===== config.mk =====
export PLATFORM = sky130hd
export DESIGN_NAME = capture_period_averager
export DESIGN_NICKNAME = d
export VERILOG_FILES = /design/src/design/cpa_pkg.sv /design/src/design/cpa_divider.sv /design/src/design/capture_period_averager.sv
export SDC_FILE = /design/constraint.sdc
export NUM_CORES = 1
export LEC_CHECK = 0
export ABC_CLOCK_PERIOD_IN_PS = 7700
export BUFFER_PORTS_ARGS = -buffer_cell sky130_fd_sc_hd__buf_2
export CAP_MARGIN = 0
export CORE_MARGIN = 1
export CORE_UTILIZATION = 29
export CTS_BUF_LIST = sky130_fd_sc_hd__clkbuf_2
export CTS_CLUSTER_DIAMETER = 30
export DETAILED_ROUTE_END_ITERATION = 8
export PLACE_DENSITY = 0.52
export SYNTH_ARGS = -nofsm -noshare
export SYNTH_HDL_FRONTEND = slang
export SYNTH_SLANG_ARGS = --single-unit

===== constraint.sdc =====
create_clock -name clock -period 7.7 [get_ports clock]
set_input_delay 1.155 -clock clock [delete_from_list [all_inputs] [get_ports clock]]
set_output_delay 1.155 -clock clock [all_outputs]
set_load 0.01 [all_outputs]

===== src/design/cpa_pkg.sv =====
package cpa_pkg;

   localparam int SUM_BITS   = 40;
   localparam int COUNT_BITS = 9;
   localparam int STEP_BITS  = $clog2(SUM_BITS);
   localparam int ELAPSED_BITS = 17;

   localparam logic [1:0] ACT_START = 2'd0;
   localparam logic [1:0] ACT_EDGE  = 2'd1;
   localparam logic [1:0] ACT_TICK  = 2'd2;

   localparam logic CSR_SAMPLES = 1'b0;
   localparam logic CSR_TIMEOUT = 1'b1;

   localparam logic [7:0]  SAMPLES_RESET = 8'd10;
   localparam logic [15:0] TIMEOUT_RESET = 16'd1000;

   typedef struct packed {
      logic [1:0]  action;
      logic [31:0] capture_stamp;
   } req_type;

   typedef struct packed {
      logic [31:0] mean_period;
      logic [7:0]  periods_used;
      logic        short_read;
      logic        no_data;
   } rsp_type;

   typedef struct packed {
      logic                  start;
      logic [SUM_BITS-1:0]   dividend;
      logic [COUNT_BITS-1:0] divisor;
   } div_req_type;

   typedef struct packed {
      logic                busy;
      logic [SUM_BITS-1:0] quotient;
   } div_rsp_type;

   typedef enum logic [1:0] {
      ST_IDLE   = 2'b01,
      ST_DIVIDE = 2'b10
   } state_type;

endpackage


===== src/design/cpa_divider.sv =====
module cpa_divider (
   input  logic                  clock,
   input  logic                  reset,
   input  cpa_pkg::div_req_type  div_req,
   output cpa_pkg::div_rsp_type  div_rsp
);

   logic                           busy_ff, busy_in;
   logic [cpa_pkg::STEP_BITS-1:0]  step_ff, step_in;
   logic [cpa_pkg::COUNT_BITS-1:0] rem_ff, rem_in;
   logic [cpa_pkg::COUNT_BITS-1:0] divisor_ff, divisor_in;
   logic [cpa_pkg::SUM_BITS-1:0]   work_ff, work_in;
   logic [cpa_pkg::COUNT_BITS:0]   trial;
   logic                           fits;

   // restoring divide, one quotient bit per cycle
   always_comb begin
      trial      = {rem_ff, work_ff[cpa_pkg::SUM_BITS-1]};
      fits       = trial >= {1'b0, divisor_ff};
      busy_in    = busy_ff;
      step_in    = step_ff;
      rem_in     = rem_ff;
      divisor_in = divisor_ff;
      work_in    = work_ff;
      if (div_req.start) begin
         busy_in    = 1'b1;
         step_in    = '0;
         rem_in     = '0;
         divisor_in = div_req.divisor;
         work_in    = div_req.dividend;
      end else if (busy_ff) begin
         rem_in  = fits ? cpa_pkg::COUNT_BITS'(trial - {1'b0, divisor_ff})
                        : trial[cpa_pkg::COUNT_BITS-1:0];
         work_in = {work_ff[cpa_pkg::SUM_BITS-2:0], fits};
         step_in = step_ff + 1'b1;
         if (step_ff == cpa_pkg::STEP_BITS'(cpa_pkg::SUM_BITS - 1)) begin
            busy_in = 1'b0;
         end
      end
   end

   always_ff @(posedge clock) begin
      if (reset) begin
         busy_ff <= 1'b0;
         step_ff <= '0;
      end else begin
         busy_ff <= busy_in;
         step_ff <= step_in;
      end
   end

   always_ff @(posedge clock) begin
      rem_ff     <= rem_in;
      divisor_ff <= divisor_in;
      work_ff    <= work_in;
   end

   assign div_rsp.busy     = busy_ff;
   assign div_rsp.quotient = work_ff;

endmodule


===== src/design/capture_period_averager.sv =====
// Capture period averager.
// req channel: one item per action. A start item arms a measurement and
// clears the run; edge items carry a free-running timer capture; tick items
// mark one millisecond. Edges and ticks while idle are dropped.
// rsp channel: one item per finished measurement, after n + 2 captures,
// n = max(samples_in_window, 2, DISCARD_EDGES), or on ticks > timeout_ms
// (short_read set; no_data set with a zero average if under two captures).
// csr port: index 0 samples_in_window, index 1 timeout_ms; write only
// while no measurement result is in flight.
// Start, edge and tick items that finish nothing never raise req_stall. An
// item that finishes a measurement holds req_stall while the shared
// bit-serial divider produces the 40-bit quotient, one bit per cycle; the
// result then sits in the output register until rsp_stall is low, and req
// items keep being taken meanwhile. If the output register is still full
// when the divider ends, req stays stalled until it is taken.
// Reset (synchronous) returns both registers to 10 and 1000, stops any
// measurement and empties the output register.
module capture_period_averager #(
   parameter int STAMP_BITS    = 32,
   parameter int DISCARD_EDGES = 2
) (
   input  logic             clock,
   input  logic             reset,
   input  logic             req_valid,
   output logic             req_stall,
   input  cpa_pkg::req_type req_data,
   output logic             rsp_valid,
   input  logic             rsp_stall,
   output cpa_pkg::rsp_type rsp_data,
   input  logic             csr_write,
   input  logic             csr_index,
   input  logic [15:0]      csr_wdata
);

   localparam logic [7:0] DISCARD_N = 8'(DISCARD_EDGES);
   localparam logic [cpa_pkg::COUNT_BITS-1:0] EDGE_MAX = '1;
   localparam logic [cpa_pkg::ELAPSED_BITS-1:0] ELAPSED_MAX = '1;

   cpa_pkg::state_type state_ff, state_in;
   logic [7:0]  samples_ff, samples_in;
   logic [15:0] timeout_ff, timeout_in;

   logic                             measuring_ff, measuring_in;
   logic [STAMP_BITS-1:0]            prev_ff, prev_in;
   logic [cpa_pkg::COUNT_BITS-1:0]   edges_ff, edges_in;
   logic [cpa_pkg::SUM_BITS-1:0]     late_ff, late_in;
   logic [cpa_pkg::SUM_BITS-1:0]     early_ff, early_in;
   logic [cpa_pkg::ELAPSED_BITS-1:0] elapsed_ff, elapsed_in;

   logic        pend_short_ff, pend_short_in;
   logic        pend_nodata_ff, pend_nodata_in;
   logic [7:0]  pend_used_ff, pend_used_in;

   logic             rsp_valid_ff, rsp_valid_in;
   cpa_pkg::rsp_type rsp_data_ff, rsp_data_in;

   cpa_pkg::div_req_type div_req;
   cpa_pkg::div_rsp_type div_rsp;

   logic                           accept;
   logic [7:0]                     n_eff;
   logic [cpa_pkg::COUNT_BITS-1:0] n_minus1, n_plus1, late_count;
   logic [cpa_pkg::COUNT_BITS:0]   n_plus2;
   logic [STAMP_BITS-1:0]          stamp, delta;
   logic [cpa_pkg::COUNT_BITS-1:0] edge_next;
   logic [cpa_pkg::ELAPSED_BITS-1:0] tick_next;
   logic [cpa_pkg::COUNT_BITS-1:0] early_count;
   logic                           load_out;

   always_comb begin
      n_eff = samples_ff;
      if (n_eff < 8'd2) n_eff = 8'd2;
      if (n_eff < DISCARD_N) n_eff = DISCARD_N;
      n_minus1   = {1'b0, n_eff} - 1'b1;
      n_plus1    = {1'b0, n_eff} + 1'b1;
      n_plus2    = {2'b00, n_eff} + 2'd2;
      late_count = n_plus1 - cpa_pkg::COUNT_BITS'(DISCARD_EDGES);
      stamp      = req_data.capture_stamp[STAMP_BITS-1:0];
      delta      = stamp - prev_ff;
      edge_next  = (edges_ff == EDGE_MAX) ? edges_ff : edges_ff + 1'b1;
      tick_next  = (elapsed_ff == ELAPSED_MAX) ? elapsed_ff : elapsed_ff + 1'b1;
      if (edges_ff >= cpa_pkg::COUNT_BITS'(2)) begin
         early_count = (edges_ff - 1'b1 > n_minus1) ? n_minus1 : edges_ff - 1'b1;
      end else begin
         early_count = '0;
      end
   end

   assign accept    = req_valid && !req_stall;
   assign req_stall = (state_ff != cpa_pkg::ST_IDLE);
   assign load_out  = (state_ff == cpa_pkg::ST_DIVIDE) && !div_rsp.busy &&
                      (!rsp_valid_ff || !rsp_stall);

   always_comb begin
      state_in       = state_ff;
      samples_in     = samples_ff;
      timeout_in     = timeout_ff;
      measuring_in   = measuring_ff;
      prev_in        = prev_ff;
      edges_in       = edges_ff;
      late_in        = late_ff;
      early_in       = early_ff;
      elapsed_in     = elapsed_ff;
      pend_short_in  = pend_short_ff;
      pend_nodata_in = pend_nodata_ff;
      pend_used_in   = pend_used_ff;
      rsp_valid_in   = rsp_valid_ff;
      rsp_data_in    = rsp_data_ff;
      div_req.start    = 1'b0;
      div_req.dividend = late_ff;
      div_req.divisor  = late_count;

      if (csr_write) begin
         case (csr_index)
            cpa_pkg::CSR_SAMPLES: samples_in = csr_wdata[7:0];
            cpa_pkg::CSR_TIMEOUT: timeout_in = csr_wdata;
            default: ;
         endcase
      end

      if (rsp_valid_ff && !rsp_stall) rsp_valid_in = 1'b0;

      if (accept) begin
         case (req_data.action)
            cpa_pkg::ACT_START: begin
               measuring_in = 1'b1;
               prev_in      = '0;
               edges_in     = '0;
               late_in      = '0;
               early_in     = '0;
               elapsed_in   = '0;
            end
            cpa_pkg::ACT_EDGE: begin
               if (measuring_ff) begin
                  if (edges_ff != '0 && edges_ff <= n_minus1) begin
                     early_in = early_ff + cpa_pkg::SUM_BITS'(delta);
                  end
                  if (edges_ff != '0 &&
                      edges_ff >= cpa_pkg::COUNT_BITS'(DISCARD_EDGES + 1) &&
                      edges_ff <= n_plus1) begin
                     late_in = late_ff + cpa_pkg::SUM_BITS'(delta);
                  end
                  prev_in  = stamp;
                  edges_in = edge_next;
                  if ({1'b0, edge_next} >= n_plus2) begin
                     measuring_in     = 1'b0;
                     div_req.start    = 1'b1;
                     div_req.dividend = late_in;
                     div_req.divisor  = late_count;
                     pend_short_in    = 1'b0;
                     pend_nodata_in   = 1'b0;
                     pend_used_in     = late_count[8] ? 8'hFF : late_count[7:0];
                     state_in         = cpa_pkg::ST_DIVIDE;
                  end
               end
            end
            cpa_pkg::ACT_TICK: begin
               if (measuring_ff) begin
                  elapsed_in = tick_next;
                  if (tick_next > {1'b0, timeout_ff}) begin
                     measuring_in     = 1'b0;
                     div_req.start    = 1'b1;
                     div_req.dividend = early_ff;
                     div_req.divisor  = early_count;
                     pend_short_in    = 1'b1;
                     pend_nodata_in   = (early_count == '0);
                     pend_used_in     = early_count[7:0];
                     state_in         = cpa_pkg::ST_DIVIDE;
                  end
               end
            end
            default: ;
         endcase
      end

      if (load_out) begin
         rsp_valid_in              = 1'b1;
         rsp_data_in.mean_period   = pend_nodata_ff ? 32'd0 : div_rsp.quotient[31:0];
         rsp_data_in.periods_used  = pend_used_ff;
         rsp_data_in.short_read    = pend_short_ff;
         rsp_data_in.no_data       = pend_nodata_ff;
         state_in                  = cpa_pkg::ST_IDLE;
      end
   end

   always_ff @(posedge clock) begin
      if (reset) begin
         state_ff     <= cpa_pkg::ST_IDLE;
         samples_ff   <= cpa_pkg::SAMPLES_RESET;
         timeout_ff   <= cpa_pkg::TIMEOUT_RESET;
         measuring_ff <= 1'b0;
         edges_ff     <= '0;
         elapsed_ff   <= '0;
         rsp_valid_ff <= 1'b0;
      end else begin
         state_ff     <= state_in;
         samples_ff   <= samples_in;
         timeout_ff   <= timeout_in;
         measuring_ff <= measuring_in;
         edges_ff     <= edges_in;
         elapsed_ff   <= elapsed_in;
         rsp_valid_ff <= rsp_valid_in;
      end
   end

   always_ff @(posedge clock) begin
      prev_ff        <= prev_in;
      late_ff        <= late_in;
      early_ff       <= early_in;
      pend_short_ff  <= pend_short_in;
      pend_nodata_ff <= pend_nodata_in;
      pend_used_ff   <= pend_used_in;
      rsp_data_ff    <= rsp_data_in;
   end

   cpa_divider u_divider (
      .clock   (clock),
      .reset   (reset),
      .div_req (div_req),
      .div_rsp (div_rsp)
   );

   assign rsp_valid = rsp_valid_ff;
   assign rsp_data  = rsp_data_ff;

   a_rsp_after_divide: assert property (@(posedge clock) disable iff (reset)
      $rose(rsp_valid) |-> $past(state_ff == cpa_pkg::ST_DIVIDE))
      else $error("result appeared without a division");

   a_div_busy_state: assert property (@(posedge clock) disable iff (reset)
      div_rsp.busy |-> state_ff == cpa_pkg::ST_DIVIDE)
      else $error("divider busy outside divide state");

   a_no_measure_in_divide: assert property (@(posedge clock) disable iff (reset)
      state_ff == cpa_pkg::ST_DIVIDE |-> !measuring_ff)
      else $error("measurement still armed while dividing");

   a_no_data_fields: assert property (@(posedge clock) disable iff (reset)
      rsp_valid && rsp_data.no_data |->
         rsp_data.short_read && rsp_data.periods_used == 8'd0 &&
         rsp_data.mean_period == 32'd0)
      else $error("no_data item with nonzero fields");

endmodule

# Yosys cells after proc, flatten, opt, wreduce, memory -nomap -nowiden
# Cells that the tools add are included.
[op_classes]
add_sub_neg = 12
order_cmp = 10
eq_ne = 12
mux = 56
n_bitwise = 1
reduce_logical = 30
[op_table]
columns = ["cell", "count"]
rows = [
  ["$mux 50", 5],
  ["$mux 40", 6],
  ["$pmux 40 s2", 2],
  ["$pmux 50 s2", 1],
  ["$add 40x32->40", 2],
  ["$pmux 32 s2", 1],
  ["$mux 8", 7],
  ["$mux 9", 5],
  ["$mux 17", 2],
  ["$pmux 17 s2", 1],
  ["$mux 32", 1],
  ["$sub 32x32->32", 1],
  ["$ge 9x2->1 const B", 2],
  ["$le 9x9->1", 2],
  ["$pmux 9 s2", 1],
  ["$add 17x1->17 const B", 1],
  ["$eq 17x17->1 const B", 1],
  ["$gt 17x16->1", 1],
  ["$lt 8x2->1 const B", 2],
  ["$pmux 8 s2", 1],
  ["$mux 1", 15],
  ["$ge 10x9->1", 1],
  ["$ne 2x2->1 const B", 5],
  ["$reduce_bool 2->1", 5],
  ["32 further kinds", 50],
]
[totals]
ff_bits = 283
inputBits = 56
out_inout_bits = 44
wordCells = 143

# Longest topological paths before layout
# Gate-level depths: netlist of the first run.
[logic_depth]
ltp_word = 13
depth_mapped = 25
depth_no_buf = 25

# Modules after synthesis
# From an unflattened synthesis of the first run, not the netlist that was laid out.
[unflattened]
hier_cells = 2232
hier_area_um2 = 20768.7
[by_module_without_submodules]
columns = ["mod", "n_inst", "cells_per_inst", "area_each_um2", "seq_area_each_um2"]
rows = [
  ["capture_period_averager", 1, 1996, 17624.4, 6005.8],
  ["cpa_divider", 1, 236, 3144.3, 1791.7],
]

# Worst setup path before layout of the first run
# Ideal clock, no wire load.
[synth_path]
kind = "register to register"
start = "register samples_ff[6]"
end = "register early_ff[0] (netlist bit), enable pin"
setup_ps = 451
arrival_ps = 5468
required_ps = 7249
setup_slack_ps = 1781
stages_incl_launch_ff = 18
n_path_buf = 1
period_less_slack_ps = 5919
cell_sequence = "dfxtp_1 buf_2 nor3_1 nand2_1 o21ai_0 inv_1 ha_1 ha_1 nor2b_1 o21ai_0 nand2b_1 maj3_1 a21oi_1 a21boi_0 o21a_1 o2111ai_1 nand4_1 a21oi_1"
[synth_via]
elab_chain_cells = 9
[synth_rtl]
columns = ["item", "line", "source"]
rows = [
  ["start, declared", "capture_period_averager.sv:40", "logic [7:0] samples_ff, samples_in;"],
  ["start signal, assigned", "capture_period_averager.sv:189", "samples_ff <= cpa_pkg::SAMPLES_RESET;"],
  ["start signal, assigned", "capture_period_averager.sv:197", "samples_ff <= samples_in;"],
  ["$lt 8x2->1", "capture_period_averager.sv:72", "if (n_eff < 8'd2) n_eff = 8'd2;"],
  ["$mux 8 (*)", "capture_period_averager.sv:72", ""],
  ["$lt 8x2->1", "capture_period_averager.sv:73", "if (n_eff < DISCARD_N) n_eff = DISCARD_N;"],
  ["$mux 8 (*)", "capture_period_averager.sv:73", ""],
  ["$sub 8x1->9 (*)", "capture_period_averager.sv:74", "n_minus1 = {1'b0, n_eff} - 1'b1;"],
  ["$le 9x9->1 (*)", "capture_period_averager.sv:135", "if (edges_ff != '0 && edges_ff <= n_minus1) begin"],
  ["$logic_and 1x1->1 (*)", "capture_period_averager.sv:135", ""],
  ["$ne 2x2->1 (no source line) (*)", "n/a", ""],
  ["$reduce_and 4->1 (no source line) (*)", "n/a", ""],
  ["end signal, assigned", "capture_period_averager.sv:209", "early_ff <= early_in;"],
  ["end, declared", "capture_period_averager.sv:47", "logic [cpa_pkg::SUM_BITS-1:0] early_ff, early_in;"],
]
# Every way passes the cells marked *; elsewhere a longest branch is shown, timed or not.
# A chain may end at the register's enable or synchronous reset.

# Worst setup path after layout of the first run
[layout_path]
start = "register elapsed_ff[0] (netlist bit)"
end = "register u_divider.work_ff[20] (netlist bit) (data pin)"
[layout_via]
elab_chain_cells = 8
elab_cells_between_ends = 9
classes_between = "add/sub (1); order compare (1); eq/ne (1); mux (6)"
[layout_rtl]
columns = ["item", "line", "source"]
rows = [
  ["start, declared", "capture_period_averager.sv:48", "logic [cpa_pkg::ELAPSED_BITS-1:0] elapsed_ff, elapsed_in;"],
  ["start signal, assigned", "capture_period_averager.sv:201", "elapsed_ff <= elapsed_in;"],
  ["$add 17x1->17 / $eq 17x17->1 (equally long branches)", "capture_period_averager.sv:81", "tick_next = (elapsed_ff == ELAPSED_MAX) ? elapsed_ff : elapsed_ff + 1'b1;"],
  ["$mux 17 (*)", "capture_period_averager.sv:81", ""],
  ["$gt 17x16->1 (*)", "capture_period_averager.sv:160", "if (tick_next > {1'b0, timeout_ff}) begin"],
  ["$mux 50 (*)", "capture_period_averager.sv:160", ""],
  ["$mux 50 (*)", "capture_period_averager.sv:158", "if (measuring_ff) begin"],
  ["$pmux 50 s2 (*)", "capture_period_averager.sv:124", "case (req_data.action)"],
  ["$mux 50 (*)", "capture_period_averager.sv:123", "if (accept) begin"],
  ["$mux 40 (*)", "cpa_divider.sv:25", "if (div_req.start) begin"],
  ["net u_divider.work_in (one bit)", "cpa_divider.sv:12", "logic [cpa_pkg::SUM_BITS-1:0] work_ff, work_in;"],
  ["end signal, assigned", "cpa_divider.sv:55", "work_ff <= work_in;"],
  ["end, declared", "cpa_divider.sv:12", ""],
]
# The timed path passes the listed nets; every way through them passes the cells marked *.

==> reports/metrics.sh, run 1 <==
RUN_STATUS='finished, final reports clean'
DR_VIAS_CELL=5.02
FIN_CRIT_SH=0.771
INITIAL_UTILIZATION=0.295
GRT_PASS1_VIAS=16400
WORST-R2R-CELL-COUNT=20
FINAL.MIN_CLOCK_PERIOD_PS=5940
WORST-SLEW-PIN-TRANSITION_PS=1190
SETUP_VIOLATORS_FINAL=0
HOLD_PATH_DEPTH=2
HOLD_PATH_ORIGIN='csr_wdata[3]'
SEQ_POWER_SHARE=0.412
MAXIMUM_FANOUT_ALONG_THE_WORST_PATH=31
P_SW_mW=1.37
IO_BUFFER_COUNT=99
CTS_TREE='done'
CRITICAL_PATH_CAPTURE_POINT_TYPE='register'
WORST_R2R_SETUP_SLACK_PS=1760
MULTIINPUTGATEAREA_UM2=11900
IR_DROP_mV=0.115
INTERNAL_POWER_mW=2.76
SYNTH_SEQ_CELLS=283
CLOCK_LATENCY_AT_THE_LATER_PIN_OF_THE_WORST_SKEW_PAIR_PS=1110
CLOCK_SINK_COUNT=283
PRECTSSETUPSLACK_PS=891
LAYOUT.AREA.SEQ_UM2=7800
POST-ROUTE-UTIL=0.331
KIND_OF_CRITICAL_PATH='reg2reg'
REG2REG_TO='u_divider.work_ff[20]'
R2R-START='elapsed_ff[0]'
FLOORPLAN.DIE.HEIGHT_UM=267
CTS_ROOT_BUFFER_TYPE='sky130_fd_sc_hd__clkbuf_2'
ROWS=96
POWER.SHARE.CLOCK=0.348
CTSHOLDBUFFERS=0
WORSTHOLDENDPOINT='samples_ff[3]'
POST-DP-HPWL_UM=41200
TIMING.CRITICAL_PATH.ARRIVAL_PS=6680
MAX-CAP-VIOLATIONS=0
FLOW.AREA_GROWTH_FROM_SYNTHESIS_PCT=12.1
POWER-PER-CELL-AREA_nW_PER_UM2=181
YS_TYPES=84
CTS.CLK_SLEW.WORST_PATHS_PS=110
REQ_TIME_CRIT_PATH_PS=8440
SYNTH_ASYNC_SR_FLOP_SHARE=0
FILLCELLCOUNT=7259
VIA_COUNT=16900
POST_CTS_RESIZED=0
GP_CONGESTION=0.886
GRT_SETUP_UNREPAIRED='false'
MAXCLOCKFREQUENCY_MHz=168
DESIGN.PORTCOUNT=100
DRT_PASS1_ITERATIONS=5
DIE_AREA_UM2=71600
DETAIL_ROUTE.WL_PER_CELL_UM=16.8
HOLDCRITPATHCLASS='in2reg'
LAYOUT_SETUP_WS_PS=1760
ANTENNA_LEFT=0
P_TOTAL_mW=4.14
POST-ROUTE-DRC-COUNT=0
YOSYSWARNINGS=0
POSTSYNTHAREAPERCELL_UM2=9.17
SETUP.WORST_PATH.START_CLASS='register'
POWER.SHARE.SWITCHING=0.332
TRACK_USAGE=0.158
TIMING_MAX_TRANSITION_VIOLATIONS_FINAL=0
SYNTH_FP_NETS=2455
LAYOUT.NETS=2575
POST-CTS-SETUP-BUFFERS=0
CORE_REGION_AREA_UM2=69200
SEQUENTIAL_TO_TOTAL_AREA_SHARE_FROM_YOSYS_STAT=0.381
P_LEAK_nW=9.42
WORST_SLEW_MARGIN_REL=0.204
DRIVE_GT1_FRAC=0.134
WORST_CLOCK_SKEW_PS=96.6
DIE_W_UM=267
SYNTH_ENABLE_FLOP_CELLS=213
GRT-OVFL-TOTAL=0
DRT_FIRST_ITER_VIOLATIONS=929
CLOCK_TREE.BUFFER_DEPTH=3
GRT_ANTENNA_BEFORE_REPAIR=3
COMB_POWER_SHARE=0.240
SUMMED_NEGATIVE_SETUP_SLACK_OVER_ALL_ENDPOINTS_PS=0
SYN_AREA_UM2=20400
ROUTED_WL_UM=56600
HTREEDEPTH=3
PIN_COUNT_OF_THE_BIGGEST_NET_ENTERING_GLOBAL_ROUTING=65
FIRST_PASS_GRT_WIRE_LENGTH_UM=89300
SYNTH_FLOP_CELL='sky130_fd_sc_hd__edfxtp_1'
TOTAL_CTS_BUFFERS=94
FIN_HOLD_VIOLS=0
SYN_INST=2230
-- metal layers --
layer | vias up | track usage | routed length, µm
li1 | 8404 | - | -
met1 | 7965 | 0.220 | 27900
met2 | 410 | 0.246 | 24900
met3 | 82 | 0.0277 | 2870
met4 | 0 | 0.0490 | 991
met5 | - | 0 | 0
-- cell type report --
class | instances | share of cell area
Multi-Input combinational cell | 1742 | 0.518
Inverter | 111 | 0.0182
Clock inverter | 47 | 0.0166
Tap cell | 931 | 0.0509
Sequential cell | 283 | 0.340
Timing Repair Buffer | 118 | 0.0279
Clock buffer | 125 | 0.0273
Antenna cell | 5 | 0.000546
-- per-stage QoR --
| stage | cell area (µm²) | std cells | hold slack, ps |
|---|---|---|---|
| after global placement | 21900 | 3185 | 408 |
| after detailed placement | 21900 | 3185 | 414 |
| final | 22900 | 3362 | 277 |
| after floorplan | 20400 | 2230 | 400 |
| after global routing | 22900 | 3362 | 180 |
| after CTS | 22900 | 3357 | 155 |
-- cells in the final DEF, fill, tap and decap left out, types with 19 or more instances in the layout --
master,instances
sky130_fd_sc_hd__ha_1,164
sky130_fd_sc_hd__nor2_1,214
sky130_fd_sc_hd__and3_1,36
sky130_fd_sc_hd__inv_1,107
sky130_fd_sc_hd__o21a_1,25
sky130_fd_sc_hd__a21oi_1,163
sky130_fd_sc_hd__and2_1,57
sky130_fd_sc_hd__dfxtp_1,70
sky130_fd_sc_hd__edfxtp_1,213
sky130_fd_sc_hd__nand2_1,208
sky130_fd_sc_hd__xor2_1,54
sky130_fd_sc_hd__mux2i_1,76
sky130_fd_sc_hd__nor3_1,40
sky130_fd_sc_hd__clkinv_1,23
sky130_fd_sc_hd__xnor2_1,97
sky130_fd_sc_hd__nor2b_1,54
sky130_fd_sc_hd__nand3_1,54
sky130_fd_sc_hd__a211oi_1,24
sky130_fd_sc_hd__o21ai_0,101
sky130_fd_sc_hd__buf_4,19
sky130_fd_sc_hd__nand2b_1,28
sky130_fd_sc_hd__nand4_1,26
sky130_fd_sc_hd__buf_2,99
sky130_fd_sc_hd__clkbuf_2,125
sky130_fd_sc_hd__a21o_1,48
-- power by group through the flow --
stage          logic (mW)  clock network (mW)  registers (mW)
6_report            0.994                1.44            1.71
5_1_grt              1.10                1.59            1.71
3_3_place_gp        0.965                   0            1.74
3_5_place_dp        0.979                   0            1.74
4_1_cts             0.986                1.50            1.71
2_1_floorplan       0.761                   0            1.72
-- how the worst max path moves through the flow --
| stage | from | to | slack, ps |
|---|---|---|---|
| 4_1_cts | elapsed_ff[0] | u_divider.work_ff[20] | 1730 |
| 3_5_place_dp | req_data[0] | u_divider.work_ff[39] | 890 |
| 5_1_grt | elapsed_ff[0] | u_divider.work_ff[20] | 1240 |
| 6_report | elapsed_ff[0] | u_divider.work_ff[20] | 1760 |
| 3_3_place_gp | req_data[0] | u_divider.work_ff[39] | 990 |
| 2_1_floorplan | samples_ff[6] | early_ff[0] | 1780 |
-- synthesized netlist by cell type (all sizes together) (9+ instances only) --
cell / n / share of area
nand3b: 12 / 0.0044
nand4: 26 / 0.0080
inv: 109 / 0.020
nor3: 41 / 0.011
a21o: 49 / 0.018
clkbuf: 60 / 0.011
a211oi: 24 / 0.0088
mux2: 17 / 0.0094
nand3: 54 / 0.013
o21a: 25 / 0.0092
and2: 58 / 0.018
edfxtp: 213 / 0.31
or3: 10 / 0.0031
nor4: 12 / 0.0037
xnor2: 97 / 0.042
a21oi: 165 / 0.040
a21boi: 12 / 0.0044
a22oi: 18 / 0.0069
mux2i: 76 / 0.037
o22ai: 17 / 0.0052
or2: 9 / 0.0028
nand2: 209 / 0.038
buf: 34 / 0.0083
o31ai: 11 / 0.0054
a31oi: 12 / 0.0037
dfxtp: 70 / 0.069
and3: 37 / 0.011
o211ai: 16 / 0.0064
ha: 165 / 0.10
nor2: 214 / 0.039
xor2: 55 / 0.024
nor2b: 54 / 0.017
o31a: 9 / 0.0043
nand2b: 29 / 0.0089
o21ai: 105 / 0.026
o21bai: 16 / 0.0059
-- worst max-delay path: stages, from the launching register on --
cell and delay, ps:
sky130_fd_sc_hd__dfxtp_1 380, sky130_fd_sc_hd__ha_1 230, sky130_fd_sc_hd__nand2_1 100, sky130_fd_sc_hd__nor4_1 60
sky130_fd_sc_hd__a311oi_1 560, sky130_fd_sc_hd__nand2_1 200, sky130_fd_sc_hd__nor2_1 290, sky130_fd_sc_hd__nand3_1 200
sky130_fd_sc_hd__xnor2_1 200, sky130_fd_sc_hd__ha_1 310, sky130_fd_sc_hd__nand2_1 50, sky130_fd_sc_hd__nor3_1 370
sky130_fd_sc_hd__nand4_1 250, sky130_fd_sc_hd__and3_1 250, sky130_fd_sc_hd__a221o_2 370, sky130_fd_sc_hd__nand4_1 310
sky130_fd_sc_hd__and2_2 620, sky130_fd_sc_hd__buf_4 430, sky130_fd_sc_hd__nor2_1 90, sky130_fd_sc_hd__a22oi_1 130
sky130_fd_sc_hd__o21ai_0 170
-- registers in the layout (all words and copies together), names as in the netlist --
signal,count
early_ff,40
edges_ff,9
elapsed_ff,17
late_ff,40
measuring_ff,1
pend_nodata_ff,1
pend_short_ff,1
pend_used_ff,8
prev_ff,32
rsp_data,42
rsp_valid,1
samples_ff,8
state_ff,2
timeout_ff,16
u_divider.busy_ff,1
u_divider.divisor_ff,9
u_divider.rem_ff,9
u_divider.step_ff,6
u_divider.work_ff,40
-- kinds of logic after synthesis --
logic type / count (synthesis) / share of synthesized area
XOR/XNOR: 152 / 0.0655
flip-flops: 283 / 0.381
buffers and inverters: 205 / 0.0397
AND/OR/NAND/NOR: 782 / 0.185
AO/OA/AOI/OAI: 544 / 0.176
multiplexers: 93 / 0.0466
adder cells (fa/ha/maj): 171 / 0.106
(Power assumes the default switching activity.)
==> run 2: changes to the inputs <==
--- a/config.mk
+++ b/config.mk
@@ -5,7 +5,7 @@
 export SDC_FILE = /design/constraint.sdc
 export NUM_CORES = 1
 export LEC_CHECK = 0
-export ABC_CLOCK_PERIOD_IN_PS = 7700
+export ABC_CLOCK_PERIOD_IN_PS = 5900
 export BUFFER_PORTS_ARGS = -buffer_cell sky130_fd_sc_hd__buf_2
 export CAP_MARGIN = 0
 export CORE_MARGIN = 1
==> constraint.sdc (replaced) <==
create_clock -name clock -period 5.9 [get_ports clock]
set_input_delay 0.885 -clock clock [delete_from_list [all_inputs] [get_ports clock]]
set_output_delay 0.885 -clock clock [all_outputs]
set_load 0.01 [all_outputs]
==> run 2 against run 1 <==
Sequential cell count stayed put. First-iteration DRC count is 16% higher. Clock skew is 24 ps higher. Utilization is 1.7 points higher. Design area is 5.3% higher. Global-route usage is 0.25 points higher. Wire length is 1.6% higher. Sequential share of layout area is 1.7 points lower. Critical endpoint is now u_divider.work_ff[28].
==> reports/metrics.sh, run 2 (same netlist as run 1, synthesis figures left out) <==
LAYOUT.CELLS.MOST_COMMON_LIST='214 x sky130_fd_sc_hd__nor2_1, 213 x sky130_fd_sc_hd__edfxtp_1, 208 x sky130_fd_sc_hd__nand2_1'
CTS_ROOT_BUFFER_TYPE='sky130_fd_sc_hd__clkbuf_2'
LAYOUT.AREA.SEQ_UM2=7800
DRIVE_GT1_FRAC=0.170
CRITICAL_PATH.STARTPOINT='req_data[1]'
GRT_ANTENNA_BEFORE_REPAIR=2
WORST-R2R-CELL-COUNT=20
INITIAL_UTILIZATION=0.295
CTS.CLK_SLEW.WORST_PATHS_PS=80
LARGEST_REG_FLOPS=42
R2R-START='prev_ff[1]'
CRIT_PATH_END='u_divider.work_ff[28]'
PIN_COUNT_OF_THE_BIGGEST_NET_ENTERING_GLOBAL_ROUTING=61
P_LEAK_nW=10.1
TIMING_MAX_TRANSITION_VIOLATIONS_FINAL=0
MAXCLOCKFREQUENCY_MHz=178
FIRST_PASS_GRT_WIRE_LENGTH_UM=91400
FINAL.MIN_CLOCK_PERIOD_PS=5610
CPMAXSTAGEDELAYCELL='sky130_fd_sc_hd__dlygate4sd3_1'
POST-DP-HPWL_UM=42400
MAXIMUM_FANOUT_ALONG_THE_WORST_PATH=5
FILLCELLCOUNT=7267
GRT_PASS1_VIAS=17300
POST-CTS-SETUP-BUFFERS=0
WORST_R2R_SETUP_SLACK_PS=380
FIN_HOLD_VIOLS=0
SETUP.WORST_PATH.START_CLASS='input port'
MAX-CAP-VIOLATIONS=0
CORE_REGION_AREA_UM2=69200
WORST_CLOCK_SKEW_PS=121
VIA_COUNT=17500
DIE_W_UM=267
BIGGEST_CELL_DELAY_ALONG_THE_CRITICAL_PATH_PS=550
FLOW.AREA_GROWTH_FROM_SYNTHESIS_PCT=18.0
CRIT_PATH_CELL_TRACE='dlygate4sd3_1 -> buf_2 -> ha_1 -> nor2b_1 -> o31a_1 -> o31a_1 -> o31a_1 -> a22oi_2 -> a21o_1 -> nand2b_1 -> a21o_1 -> xor2_1 -> ha_1 -> a21o_1 -> a21o_1 -> a21o_1 -> a221o_2 -> a221oi_1 -> nand2_1 -> a222oi_1 -> o21ai_0'
HTREEDEPTH=3
IR_DROP_mV=0.0926
DR_VIAS_CELL=4.99
CLOCK_TREE.BUFFER_DEPTH=3
WORST_SLEW_MARGIN_REL=0.204
HOLDCRITPATHCLASS='in2reg'
HOLD_PATH_DEPTH=2
KIND_OF_CRITICAL_PATH='in2reg'
IO_BUFFER_COUNT=99
FINAL-INSTANCE-COUNT-EXCL-FILL=3515
DRT_FIRST_ITER_VIOLATIONS=1077
CRITICAL_PATH_CAPTURE_POINT_TYPE='register'
FIN_CRIT_SH=0.951
DIE_AREA_UM2=71600
TRACK_USAGE=0.160
NUMPLACEDINSTANCES=3305
TOTAL_CTS_BUFFERS=92
DRT_PASS1_ITERATIONS=5
DOMINANT_CELL_TYPE_BY_COUNT_ON_THE_CRITICAL_PATH='sky130_fd_sc_hd__a21o_1'
RUN_STATUS='finished, final reports clean'
POST-ROUTE-DRC-COUNT=0
CLOCK_SINK_COUNT=283
CLOCK_LATENCY_AT_THE_LATER_PIN_OF_THE_WORST_SKEW_PAIR_PS=1110
ROWS=96
REQ_TIME_CRIT_PATH_PS=6640
TIMING.CRITICAL_PATH.ARRIVAL_PS=6350
GRT-OVFL-TOTAL=0
GP_CONGESTION=0.885
ANTENNA_LEFT=0
REG2REG_TO='u_divider.work_ff[28]'
ROUTED_WL_UM=57500
DESIGN.PORTCOUNT=100
DETAIL_ROUTE.WL_PER_CELL_UM=16.4
MOSTFREQUENTLAYOUTCELL='sky130_fd_sc_hd__nor2_1'
MULTIINPUTGATEAREA_UM2=11900
SETUP_VIOLATORS_FINAL=0
CTS_TREE='done'
FLOORPLAN.DIE.HEIGHT_UM=267
WORST-SLEW-PIN-TRANSITION_PS=1190
LAYOUT.NETS=2734
TIMING.HOLD.WS_PS=175
POWER-PER-CELL-AREA_nW_PER_UM2=221
[run 2: changes by cell type in the layout (fill, tap and decap cells not counted), sizes merged]
cell and change:
dlygate4sd3 +41, clkinv -3, clkinvlp +2, diode -3
clkbuf +2, bufinv -6, buf +120
[run 2: metrics by stage]
step	instance area, µm²	setup WS, ps	total power, mW	TNS (ps)	utilization
detailed placement	22900	-434	3.73	-12880	0.330
global placement	22900	-356	3.71	-10460	0.330
global route	24100	-4.53	5.67	-4.53	0.349
finish	24100	289	5.32	0	0.349
floorplan	20400	313	3.24	0	-
CTS	24100	314	5.40	0	0.348
[run 2: metal layers]
| layer | GRT usage | vias up | part of all wire |
|---|---|---|---|
| met5 | 0 | - | 0 |
| met4 | 0.0602 | 0 | 0.025 |
| met3 | 0.0323 | 103 | 0.055 |
| met2 | 0.248 | 434 | 0.44 |
| met1 | 0.218 | 8279 | 0.48 |
| li1 | - | 8711 | - |
[run 2: final cells by class]
cell class              count  share of cell area
clock buffers             127              0.0264
inverters                 111              0.0173
well taps                 931              0.0483
flip-flops and latches    283               0.323
multi-input cells        1742               0.493
diodes                      2            0.000208
repair buffers            279              0.0834
clock inverters            40             0.00841
[run 2: power by group]
part	internal, mW	switching [mW]
registers	2.18	0.0428
logic	0.683	0.812
clock network	0.640	0.959
total	3.51	1.81
[run 2: how the worst min path moves through the flow]
| stage | start | endpoint | slack, ps |
|---|---|---|---|
| 6_report | req_data[18] | prev_ff[18] | 170 |
| 3_5_place_dp | pend_used_ff[7] | rsp_data[9] | 410 |
| 2_1_floorplan | pend_short_ff | rsp_data[1] | 400 |
| 5_1_grt | req_data[0] | prev_ff[0] | 90 |
| 4_1_cts | req_data[18] | prev_ff[18] | 20 |
| 3_3_place_gp | pend_used_ff[0] | rsp_data[2] | 410 |
[run 2: timing repair]
| item | in CTS | in global routing |
|---|---|---|
| gates resized for setup | 0 | 2 |
| hold endpoints to repair | 49 | 0 |
| setup endpoints to repair | 0 | 18 |
| hold buffers | 41 | 0 |
[run 2: critical path, delay by kind of cell]
kind                       cells  cell delay (ps)
adders and majority gates      2              630
AOI/OAI and AO/OA             13             3520
buffers and inverters          2              700
xor gates and xnor gates       1              300
and+or+nand+nor                3              300
